**src/hw/rtl/vse_pkg.sv**
```systemverilog
// ----------------------------------------------------------------------------
// vse_pkg
// Shared types and constants of the filled-ellipse span generator.
// ----------------------------------------------------------------------------
package vse_pkg;

  // vdu command codes
  localparam logic [7:0] CMD_CLS           = 8'd12;
  localparam logic [7:0] CMD_PLOT          = 8'd25;
  localparam logic [7:0] PLOT_FILL_ELLIPSE = 8'd157;

  localparam int N_PARAMS = 5;

  // configuration registers
  localparam int         ORIGIN_W     = 11;
  localparam logic [ORIGIN_W-1:0] ORIGIN_RESET = 11'd130;
  localparam logic [0:0] REG_ORIGIN_X = 1'b0;

  // geometry
  localparam int COORD_W = 16;
  localparam int SPAN_W  = COORD_W + 1;
  localparam int HALF_W  = 5;
  localparam int DY_W    = HALF_W + 2;
  localparam int ROOT_W  = HALF_W + 1;
  localparam int REM_W   = 2 * ROOT_W;
  localparam int STEP_W  = $clog2(ROOT_W);
  localparam logic [COORD_W-1:0] PY_BASE = 16'd255;

  localparam int JOB_DEPTH = 2;
  localparam int JOB_PTR_W = $clog2(JOB_DEPTH);

  typedef enum logic {
    KIND_SPAN  = 1'b0,
    KIND_CLEAR = 1'b1
  } kind_t;

  typedef struct packed {
    kind_t                      kind;
    logic [HALF_W-1:0]          half;
    logic signed [COORD_W-1:0]  px;
    logic signed [COORD_W-1:0]  py;
  } job_t;

  typedef struct packed {
    kind_t      kind;
    logic [7:0] row;
    logic [9:0] x_first;
    logic [9:0] x_last;
    logic       last;
  } result_t;

  typedef enum logic [2:0] {
    BK_IDLE,
    BK_CLEAR,
    BK_ROW,
    BK_ROOT,
    BK_SPAN,
    BK_FLUSH
  } back_state_t;

  // parameter bytes wanted, keyed by the low five bits of a command
  function automatic logic [2:0] wanted_count(input logic [4:0] code);
    logic [2:0] n;
    unique case (code)
      5'd17:   n = 3'd1;
      5'd18:   n = 3'd2;
      5'd22:   n = 3'd1;
      5'd25:   n = 3'd5;
      5'd29:   n = 3'd4;
      default: n = 3'd0;
    endcase
    return n;
  endfunction

endpackage

```
**src/hw/rtl/vdu_stream_filled_ellipse_spans.sv**
```systemverilog
// ----------------------------------------------------------------------------
// vdu_stream_filled_ellipse_spans
// VDU byte stream in, clear-screen and filled-ellipse row spans out.
// ----------------------------------------------------------------------------
// Input: one VDU byte per request, taken when push is high and full is low.
// Bytes are parsed as they are taken, so a byte stream runs at one byte a
// cycle while the job queue (two deep) has room. Only a clear or a filled
// ellipse PLOT makes a job; every other byte just updates parser state.
// Output: results wait in one output register; empty low means kind, row,
// x_first, x_last and last_of_run are valid, and pop takes them. While the
// output waits the span engine stalls and, once the job queue fills, so
// does the input side.
// Flow: a clear passes through the job queue to the span engine, which
// writes it to the output register. An ellipse is walked row by row, up to
// 2*MAX_HALF_AXIS+1 rows; each visible row takes a six-step square root and
// then a span step, which can wait while the output register is full.
// Reset (synchronous, rst high) clears parser state, cursor, queue and
// output; origin_x returns to 130. Configuration goes through the APB port,
// origin_x at address 0.
// ----------------------------------------------------------------------------
module vdu_stream_filled_ellipse_spans import vse_pkg::*; #(
  parameter int SCREEN_WIDTH  = 640,
  parameter int SCREEN_HEIGHT = 256,
  parameter int MAX_HALF_AXIS = 31
) (
  input  logic        clk,
  input  logic        rst,
  input  logic        push,
  output logic        full,
  input  logic [7:0]  vdu_byte,
  output logic        empty,
  input  logic        pop,
  output logic        kind,
  output logic [7:0]  row,
  output logic [9:0]  x_first,
  output logic [9:0]  x_last,
  output logic        last_of_run,
  input  logic        psel,
  input  logic        penable,
  input  logic        pwrite,
  input  logic [2:0]  paddr,
  input  logic [31:0] pwdata,
  output logic [31:0] prdata,
  output logic        pready
);

  logic [ORIGIN_W-1:0] origin_x;
  logic                cfg_write;
  logic                job_push;
  logic                job_pop;
  logic                job_full;
  logic                job_empty;
  job_t                job_in;
  job_t                job_out;
  result_t             res;

  // register file
  assign pready    = 1'b1;
  assign cfg_write = psel && penable && pwrite && pready;
  assign prdata    = (paddr[2] == REG_ORIGIN_X) ? {{(32-ORIGIN_W){1'b0}}, origin_x} : '0;

  always_ff @(posedge clk) begin
    if (rst) begin
      origin_x <= ORIGIN_RESET;
    end else if (cfg_write && (paddr[2] == REG_ORIGIN_X)) begin
      origin_x <= pwdata[ORIGIN_W-1:0];
    end
  end

  vse_front #(
    .MAX_HALF_AXIS (MAX_HALF_AXIS)
  ) u_front (
    .clk      (clk),
    .rst      (rst),
    .push     (push),
    .full     (full),
    .vdu_byte (vdu_byte),
    .origin_x (origin_x),
    .job_push (job_push),
    .job      (job_in),
    .job_full (job_full)
  );

  vse_job_fifo u_job_fifo (
    .clk     (clk),
    .rst     (rst),
    .wr_en   (job_push),
    .wr_data (job_in),
    .full    (job_full),
    .rd_en   (job_pop),
    .rd_data (job_out),
    .empty   (job_empty)
  );

  vse_back #(
    .SCREEN_WIDTH  (SCREEN_WIDTH),
    .SCREEN_HEIGHT (SCREEN_HEIGHT)
  ) u_back (
    .clk       (clk),
    .rst       (rst),
    .job_empty (job_empty),
    .job       (job_out),
    .job_pop   (job_pop),
    .pop       (pop),
    .empty     (empty),
    .result    (res)
  );

  assign kind        = res.kind;
  assign row         = res.row;
  assign x_first     = res.x_first;
  assign x_last      = res.x_last;
  assign last_of_run = res.last;

endmodule

```
**src/hw/rtl/vse_front.sv**
```systemverilog
// ----------------------------------------------------------------------------
// vse_front
// Command parser: collects parameter bytes, tracks the cursor and turns
// complete commands into jobs for the span engine.
// ----------------------------------------------------------------------------
module vse_front import vse_pkg::*; #(
  parameter int MAX_HALF_AXIS = 31
) (
  input  logic                clk,
  input  logic                rst,
  input  logic                push,
  output logic                full,
  input  logic [7:0]          vdu_byte,
  input  logic [ORIGIN_W-1:0] origin_x,
  output logic                job_push,
  output job_t                job,
  input  logic                job_full
);

  logic [7:0]         current_command;
  logic [2:0]         params_received;
  logic [2:0]         params_wanted;
  logic [7:0]         param_store [N_PARAMS];
  logic [COORD_W-1:0] cursor_x;
  logic [COORD_W-1:0] cursor_y;

  logic [7:0]         current_command_next;
  logic [2:0]         params_received_next;
  logic [2:0]         params_wanted_next;
  logic               accept;
  logic               is_cls;
  logic               is_plot;
  logic [COORD_W-1:0] plot_x;
  logic [COORD_W-1:0] plot_y;
  logic signed [SPAN_W-1:0] diff;
  logic signed [SPAN_W-1:0] axis;
  logic [SPAN_W-1:0]  px_sum;

  assign full   = job_full;
  assign accept = push && !job_full;

  always_comb begin
    if (params_wanted != 3'd0) begin
      current_command_next = current_command;
      params_received_next = params_received + 3'd1;
      params_wanted_next   = params_wanted - 3'd1;
    end else begin
      current_command_next = vdu_byte;
      params_received_next = 3'd0;
      params_wanted_next   = wanted_count(vdu_byte[4:0]);
    end
  end

  assign is_cls  = (params_wanted_next == 3'd0) && (current_command_next == CMD_CLS);
  assign is_plot = (params_wanted_next == 3'd0) && (current_command_next == CMD_PLOT);

  // a plot completes on its fifth parameter, which is the byte on the port
  assign plot_x = {param_store[2], param_store[1]};
  assign plot_y = {vdu_byte, param_store[3]};

  assign diff   = $signed({plot_x[COORD_W-1], plot_x}) - $signed({cursor_x[COORD_W-1], cursor_x});
  assign axis   = diff >>> 2;
  assign px_sum = {cursor_x[COORD_W-1], cursor_x} + {{(SPAN_W-ORIGIN_W){1'b0}}, origin_x};

  always_comb begin
    job.kind = is_cls ? KIND_CLEAR : KIND_SPAN;
    job.half = (axis[COORD_W-1:0] > COORD_W'(MAX_HALF_AXIS)) ? HALF_W'(MAX_HALF_AXIS)
                                                              : axis[HALF_W-1:0];
    job.px   = $signed(px_sum[SPAN_W-1:1]);
    job.py   = $signed(PY_BASE - {{2{cursor_y[COORD_W-1]}}, cursor_y[COORD_W-1:2]});
  end

  // negative half-axis draws nothing
  assign job_push = accept &&
                    (is_cls || (is_plot && (param_store[0] == PLOT_FILL_ELLIPSE) &&
                                !axis[SPAN_W-1]));

  always_ff @(posedge clk) begin
    if (rst) begin
      current_command <= '0;
      params_received <= '0;
      params_wanted   <= '0;
      cursor_x        <= '0;
      cursor_y        <= '0;
    end else if (accept) begin
      current_command <= current_command_next;
      params_received <= params_received_next;
      params_wanted   <= params_wanted_next;
      if (is_plot) begin
        cursor_x <= plot_x;
        cursor_y <= plot_y;
      end
    end
  end

  always_ff @(posedge clk) begin
    if (accept && (params_wanted != 3'd0) && (params_received < 3'(N_PARAMS))) begin
      param_store[params_received] <= vdu_byte;
    end
  end

endmodule

```
**src/hw/rtl/vse_job_fifo.sv**
```systemverilog
// ----------------------------------------------------------------------------
// vse_job_fifo
// Short job queue between the command parser and the span engine.
// ----------------------------------------------------------------------------
module vse_job_fifo import vse_pkg::*; (
  input  logic clk,
  input  logic rst,
  input  logic wr_en,
  input  job_t wr_data,
  output logic full,
  input  logic rd_en,
  output job_t rd_data,
  output logic empty
);

  job_t                 entries [JOB_DEPTH];
  logic [JOB_PTR_W-1:0] wr_ptr;
  logic [JOB_PTR_W-1:0] rd_ptr;
  logic [JOB_PTR_W:0]   count;

  assign full    = (count == (JOB_PTR_W+1)'(JOB_DEPTH));
  assign empty   = (count == '0);
  assign rd_data = entries[rd_ptr];

  always_ff @(posedge clk) begin
    if (rst) begin
      wr_ptr <= '0;
      rd_ptr <= '0;
      count  <= '0;
    end else begin
      if (wr_en) begin
        wr_ptr <= wr_ptr + 1'b1;
      end
      if (rd_en) begin
        rd_ptr <= rd_ptr + 1'b1;
      end
      if (wr_en && !rd_en) begin
        count <= count + 1'b1;
      end else if (rd_en && !wr_en) begin
        count <= count - 1'b1;
      end
    end
  end

  always_ff @(posedge clk) begin
    if (wr_en) begin
      entries[wr_ptr] <= wr_data;
    end
  end

endmodule

```
**src/hw/rtl/vse_back.sv**
```systemverilog
// ----------------------------------------------------------------------------
// vse_back
// Span engine: walks the rows of an ellipse, finds each half-width with a
// bit-serial square root, clips it and hands spans to the output register.
// ----------------------------------------------------------------------------
module vse_back import vse_pkg::*; #(
  parameter int SCREEN_WIDTH  = 640,
  parameter int SCREEN_HEIGHT = 256
) (
  input  logic    clk,
  input  logic    rst,
  input  logic    job_empty,
  input  job_t    job,
  output logic    job_pop,
  input  logic    pop,
  output logic    empty,
  output result_t result
);

  back_state_t               state;
  back_state_t               state_next;
  logic [HALF_W-1:0]         half;
  logic signed [COORD_W-1:0] px;
  logic signed [COORD_W-1:0] py;
  logic signed [DY_W-1:0]    dy;
  logic [REM_W-1:0]          rem;
  logic [ROOT_W-1:0]         root;
  logic [STEP_W-1:0]         step;
  result_t                   pend;
  logic                      pend_valid;
  result_t                   out_reg;
  logic                      out_valid;

  logic                      load_job;
  logic                      advance;
  logic                      start_root;
  logic                      root_step;
  logic                      take_span;
  logic                      emit_pend;
  logic                      emit_last;
  logic                      emit_clear;

  logic                      out_free;
  logic signed [SPAN_W-1:0]  row_full;
  logic                      row_ok;
  logic                      last_row;
  logic [DY_W-1:0]           dy_abs;
  logic [2*HALF_W-1:0]       b_sq;
  logic [2*HALF_W-1:0]       dy_sq;
  logic [REM_W-1:0]          rem_calc;
  logic [ROOT_W-1:0]         trial;
  logic [REM_W-1:0]          trial_sq;
  logic [REM_W-1:0]          root_sq;
  logic [ROOT_W-1:0]         two_b;
  logic [ROOT_W-1:0]         d;
  logic signed [SPAN_W-1:0]  lo_full;
  logic signed [SPAN_W-1:0]  hi_full;
  logic signed [SPAN_W-1:0]  lo_c;
  logic signed [SPAN_W-1:0]  hi_c;
  logic                      span_ok;
  result_t                   span_res;

  assign out_free = !out_valid || pop;
  assign empty    = !out_valid;
  assign result   = out_reg;

  // row test
  assign row_full = $signed({py[COORD_W-1], py}) +
                    $signed({{(SPAN_W-DY_W){dy[DY_W-1]}}, dy});
  assign row_ok   = !row_full[SPAN_W-1] && (row_full < $signed(SPAN_W'(SCREEN_HEIGHT)));
  assign last_row = (dy == $signed({2'b00, half}));

  // remaining budget 4b^2 + 2 - 4dy^2, always at least 2
  assign dy_abs   = dy[DY_W-1] ? DY_W'(-dy) : DY_W'(dy);
  assign b_sq     = half * half;
  assign dy_sq    = dy_abs[HALF_W-1:0] * dy_abs[HALF_W-1:0];
  assign rem_calc = {b_sq, 2'b00} + REM_W'(2) - {dy_sq, 2'b00};

  // one root bit per cycle, msb first
  assign trial    = root | (ROOT_W'(1) << step);
  assign trial_sq = trial * trial;
  assign root_sq  = root * root;

  // half-width is the root, but never beyond 2b
  assign two_b   = {half, 1'b0};
  assign d       = (root > two_b) ? two_b : root;
  assign lo_full = $signed({px[COORD_W-1], px}) - $signed({{(SPAN_W-ROOT_W){1'b0}}, d});
  assign hi_full = $signed({px[COORD_W-1], px}) + $signed({{(SPAN_W-ROOT_W){1'b0}}, d});
  assign lo_c    = lo_full[SPAN_W-1] ? '0 : lo_full;
  assign hi_c    = (!hi_full[SPAN_W-1] && (hi_full > $signed(SPAN_W'(SCREEN_WIDTH-1))))
                   ? $signed(SPAN_W'(SCREEN_WIDTH-1)) : hi_full;
  assign span_ok = (lo_c <= hi_c);

  always_comb begin
    span_res.kind    = KIND_SPAN;
    span_res.row     = row_full[7:0];
    span_res.x_first = lo_c[9:0];
    span_res.x_last  = hi_c[9:0];
    span_res.last    = 1'b0;
  end

  always_ff @(posedge clk) begin
    if (rst) begin
      state <= BK_IDLE;
    end else begin
      state <= state_next;
    end
  end

  always_comb begin
    state_next = state;
    job_pop    = 1'b0;
    load_job   = 1'b0;
    advance    = 1'b0;
    start_root = 1'b0;
    root_step  = 1'b0;
    take_span  = 1'b0;
    emit_pend  = 1'b0;
    emit_last  = 1'b0;
    emit_clear = 1'b0;
    unique case (state)
      BK_IDLE: begin
        if (!job_empty) begin
          job_pop    = 1'b1;
          load_job   = 1'b1;
          state_next = (job.kind == KIND_CLEAR) ? BK_CLEAR : BK_ROW;
        end
      end
      BK_CLEAR: begin
        if (out_free) begin
          emit_clear = 1'b1;
          state_next = BK_IDLE;
        end
      end
      BK_ROW: begin
        if (row_ok) begin
          start_root = 1'b1;
          state_next = BK_ROOT;
        end else if (last_row) begin
          state_next = BK_FLUSH;
        end else begin
          advance = 1'b1;
        end
      end
      BK_ROOT: begin
        root_step = 1'b1;
        if (step == '0) begin
          state_next = BK_SPAN;
        end
      end
      BK_SPAN: begin
        // a span is held back one place so the final one can carry the last flag
        if (!span_ok || !pend_valid || out_free) begin
          take_span = span_ok;
          emit_pend = span_ok && pend_valid;
          if (last_row) begin
            state_next = BK_FLUSH;
          end else begin
            advance    = 1'b1;
            state_next = BK_ROW;
          end
        end
      end
      BK_FLUSH: begin
        if (!pend_valid) begin
          state_next = BK_IDLE;
        end else if (out_free) begin
          emit_pend  = 1'b1;
          emit_last  = 1'b1;
          state_next = BK_IDLE;
        end
      end
      default: begin
        state_next = BK_IDLE;
      end
    endcase
  end

  always_ff @(posedge clk) begin
    if (load_job) begin
      half <= job.half;
      px   <= job.px;
      py   <= job.py;
      dy   <= -$signed({2'b00, job.half});
    end else if (advance) begin
      dy <= dy + DY_W'(1);
    end
    if (start_root) begin
      rem  <= rem_calc;
      root <= '0;
      step <= STEP_W'(ROOT_W-1);
    end else if (root_step) begin
      if (trial_sq <= rem) begin
        root <= trial;
      end
      step <= step - 1'b1;
    end
    if (take_span) begin
      pend <= span_res;
    end
    if (emit_clear) begin
      out_reg.kind    <= KIND_CLEAR;
      out_reg.row     <= '0;
      out_reg.x_first <= '0;
      out_reg.x_last  <= '0;
      out_reg.last    <= 1'b1;
    end else if (emit_pend) begin
      out_reg <= '{kind: pend.kind, row: pend.row, x_first: pend.x_first,
                   x_last: pend.x_last, last: emit_last};
    end
  end

  always_ff @(posedge clk) begin
    if (rst) begin
      pend_valid <= 1'b0;
      out_valid  <= 1'b0;
    end else begin
      if (take_span) begin
        pend_valid <= 1'b1;
      end else if (emit_last) begin
        pend_valid <= 1'b0;
      end
      if (emit_clear || emit_pend) begin
        out_valid <= 1'b1;
      end else if (pop) begin
        out_valid <= 1'b0;
      end
    end
  end

  a_pend_flushed: assert property (@(posedge clk) disable iff (rst)
    pend_valid |-> (state != BK_IDLE))
    else $error("held span left behind at end of job");

  a_root_bound: assert property (@(posedge clk) disable iff (rst)
    (state == BK_ROOT) |-> (root_sq <= rem))
    else $error("partial root exceeds remaining budget");

  a_out_hold: assert property (@(posedge clk) disable iff (rst)
    (out_valid && !pop) |=> (out_valid && $stable(out_reg)))
    else $error("waiting result overwritten");

  a_clear_last: assert property (@(posedge clk) disable iff (rst)
    (out_valid && (out_reg.kind == KIND_CLEAR)) |-> out_reg.last)
    else $error("clear result without last flag");

endmodule

```
**config.mk**
```make
export PLATFORM = sky130hd
export DESIGN_NAME = vdu_stream_filled_ellipse_spans
export DESIGN_NICKNAME = d
export VERILOG_FILES = /design/src/hw/rtl/vse_pkg.sv /design/src/hw/rtl/vdu_stream_filled_ellipse_spans.sv /design/src/hw/rtl/vse_front.sv /design/src/hw/rtl/vse_job_fifo.sv /design/src/hw/rtl/vse_back.sv
export SDC_FILE = /design/constraint.sdc
export NUM_CORES = 1
export LEC_CHECK = 0
export ABC_CLOCK_PERIOD_IN_PS = 6900
export BUFFER_PORTS_ARGS = -buffer_cell sky130_fd_sc_hd__buf_4
export CAP_MARGIN = 20
export CORE_UTILIZATION = 56
export DETAILED_ROUTE_END_ITERATION = 8
export PLACE_DENSITY = 0.78
export RECOVER_POWER = 25
export SLEW_MARGIN = 20
export SYNTH_ARGS = -nofsm -noshare
export SYNTH_HDL_FRONTEND = slang
export SYNTH_SLANG_ARGS = --single-unit
```
**constraint.sdc**
```tcl
create_clock -name clk -period 6.9 [get_ports clk]
set_input_delay 0.345 -clock clk [delete_from_list [all_inputs] [get_ports clk]]
set_output_delay 0.345 -clock clk [all_outputs]
set_load 0.01 [all_outputs]
```
==> flow_summary.json <==
{
  "status": "complete, but fails checks",
  "violations": "capacitance limit, slew limit",
  "area_growth_pct": 11.4,
  "setup_ws_ps": 401,
  "clkTransAtPathRegs_ps": 60,
  "hp-class": "primary input to register",
  "intPower_mw": 5.51,
  "critPathKind": "register to register",
  "placed_cell_area_mm2": 0.0177,
  "reg2reg_depth": 32,
  "synth_cells": 1663,
  "ff2ff_setup_slack_ps": 400,
  "hold_violations": 0,
  "period_share_pct": 94.2,
  "vias": 11928,
  "tightest_slew_ps": 2340,
  "nets": 1947,
  "grt_pass1_vias": 11628,
  "p_per_area_mw_per_mm2": 486,
  "layout_commonest_cell": "nor2_1",
  "diodes": 0,
  "finalPower_mw": 9.15,
  "crit_fanout": 25,
  "grt_max_degree": 67,
  "p_leak_nw": 7.90,
  "clock_latency_ps": 580,
  "drv_slew": 38,
  "reg2reg_to": "u_back.result[20]$_SDFFE_PP0P_",
  "synthTopCellsByArea": "edfxtp_1 33%, dfxtp_1 12%, ha_1 11%, nor2_1 4.7%, xnor2_1 3.4%",
  "synth_edf_count": 185,
  "final_cells": 2150,
  "min_period_ps": 6500,
  "required_ps": 7350,
  "wl_per_cell_um": 15.8,
  "cts_root_buf": "clkbuf_16",
  "switchingPower_mw": 3.64,
  "end_kind": "register",
  "vias_per_cell": 5.55,
  "yosys.area.top_type": "edfxtp_1",
  "grt_first_pass_wirelength_um": 55800,
  "relSlewSlack_pct": -55.8,
  "ir_worst_vdd_v": 0.000726,
  "drive_above_1_share_pct": 9.60,
  "htreeDepth": 1,
  "dp_hpwl_um": 24700,
  "grt_overflow": 0,
  "drt-initial-drc-count": 613,
  "clkPwrFrac_pct": 18.6,
  "final_cell_mix": "209 x nor2_1, 185 x edfxtp_1, 142 x ha_1",
  "final.setup.tns_ps": 0,
  "die_area_mm2": 0.0309,
  "drc": 0,
  "synth_cell_types": 83,
  "start_kind": "register",
  "maxCapViolations": 1,
  "fin_skew_ps": 23.0,
  "place_ws_ps": 237,
  "syn_area_mm2": 0.0169,
  "gp_congestion": 0.864,
  "seq_power_share_pct": 26.6,
  "crit_top_cell": "ha_1",
  "crit_slowest_cell": "or4_1",
  "row_count": 63,
  "first_pass_iters": 5,
  "hold_start": "pop",
  "fin_area_mm2": 0.0188,
  "min_delay_path_depth": 4,
  "antenna_found_initial": 0,
  "ios": 115,
  "start_util_pct": 57.0,
  "holdWs_ps": 178,
  "min_to": "u_back.out_valid$_SDFFE_PP0P_",
  "r2r-start": "u_back.half[1]$_DFFE_PP_",
  "postSynthAreaPerCell_um2": 10.2,
  "core_area_mm2": 0.0296,
  "setup_viol": 0,
  "die_w_um": 176,
  "netSwitchingFraction_pct": 39.8,
  "wirelength_um": 34100,
  "cpPeakStageDelay_ps": 510,
  "dieHeight_um": 176,
  "combPwrFrac_pct": 54.8,
  "port_buffers": 69,
  "yosysWarnings": 0,
  "clkSinkCount": 289,
  "ys_seq_area_share_pct": 45.2,
  "grt_usage_pct": 22.2,
  "clk_path_buf_depth": 3,
  "fin_util_pct": 63.5,
  "timing.fmax_mhz": 154,
  "cts_buffers": 30,
  "synth_seq_cells": 289,
  "synth_top_area_share_pct": 32.9,
  "ant_nets": 0,
  "async_flop_share_pct": 0,
  "ys.flop_type": "edfxtp_1",
  "dp_cells": 2081,
  "cts_tree": "yes",
  "arrival_ps": 6950
}
[final cells by class]
| cell class | count | area, um^2 |
|---|---|---|
| Fill cell | 2388 | 10800 |
| Multi-Input combinational cell | 1187 | 8480 |
| Sequential cell | 289 | 7640 |
| Clock buffer | 47 | 981 |
| Timing Repair Buffer | 101 | 657 |
| Tap cell | 390 | 488 |
| Inverter | 127 | 477 |
| Clock inverter | 9 | 100 |
[synthesized netlist by cell type (34+ instances only)]
library cell / n
o21ai_0: 53
xnor2_1: 66
inv_1: 125
nand3_1: 34
nor2_1: 213
dfxtp_1: 104
mux2_2: 40
a21oi_1: 106
ha_1: 142
edfxtp_1: 185
mux2i_1: 51
clkbuf_1: 39
nand2_1: 104
[metal layers]
| metal | GRT usage (%) | wire [um] | vias to the layer above |
|---|---|---|---|
| met5 | 0 | 0 | - |
| met4 | 7.68 | 979 | 0 |
| met3 | 2.64 | 1380 | 65 |
| met2 | 38.7 | 16300 | 242 |
| met1 | 28.4 | 15400 | 5679 |
| li1 | - | - | 5942 |
[repair_timing]
action	CTS	global route
setup buffers	0	1
endpoints found under the hold margin	11	0
gates resized for setup	0	4
hold buffers	11	0
endpoints found under the setup margin	0	66
[power by group through the flow]
stage	clock [mW]	sequential, mW	combinational [mW]
2_1_floorplan	0	2.36	4.05
3_3_place_gp	0	2.46	4.79
3_5_place_dp	0	2.47	4.95
4_1_cts	1.73	2.43	5.01
5_1_grt	1.79	2.46	5.70
6_report	1.70	2.43	5.02
[worst max-delay path, delay by kind of cell (launching register included)]
family | cells | cell delay [ps]
multiplexers | 2 | 530
buffers and inverters | 5 | 840
adder cells (fa/ha/maj) | 4 | 1160
flip-flops | 1 | 390
AND/OR/NAND/NOR | 9 | 1640
AO/OA/AOI/OAI | 12 | 1820
[logic make-up after synthesis]
| kind of cell | share of synthesized area [%] |
|---|---|
| AND/OR/NAND/NOR | 14.6 |
| multiplexers | 5.76 |
| other | 0.0445 |
| flip-flops | 45.2 |
| adder cells (fa/ha/maj) | 12.8 |
| buffers and inverters | 5.36 |
| AO/OA/AOI/OAI | 11.2 |
| XOR/XNOR | 5.08 |
[registers in the layout (all words and copies together) (netlist names), 14 cells and up, named ones only]
name and cells:
u_job_fifo.entries 74, u_front.cursor_y 14, u_front.cursor_x 16, u_back.px 16, u_back.py 15, u_back.pend 28
u_back.result 30, u_front.param_store 30
[worst max-delay path by stage]
stage	startpoint	endpoint	slack (ps)	depth (start not counted)
after floorplan	u_back.half[1]$_DFFE_PP_	u_back.pend[10]$_DFFE_PP_	170	28
after global placement	u_back.half[1]$_DFFE_PP_	u_back.dy[0]$_DFFE_PP_	390	29
after detailed placement	u_back.half[1]$_DFFE_PP_	u_back.result[13]$_SDFFE_PP0P_	240	32
after CTS	u_back.half[1]$_DFFE_PP_	u_back.result[10]$_SDFFE_PP0P_	200	32
after global routing	u_back.half[1]$_DFFE_PP_	u_back.result[20]$_SDFFE_PP0P_	-0.2	32
final	u_back.half[1]$_DFFE_PP_	u_back.result[20]$_SDFFE_PP0P_	400	32
Note: power is estimated with default switching activity, not from simulation.
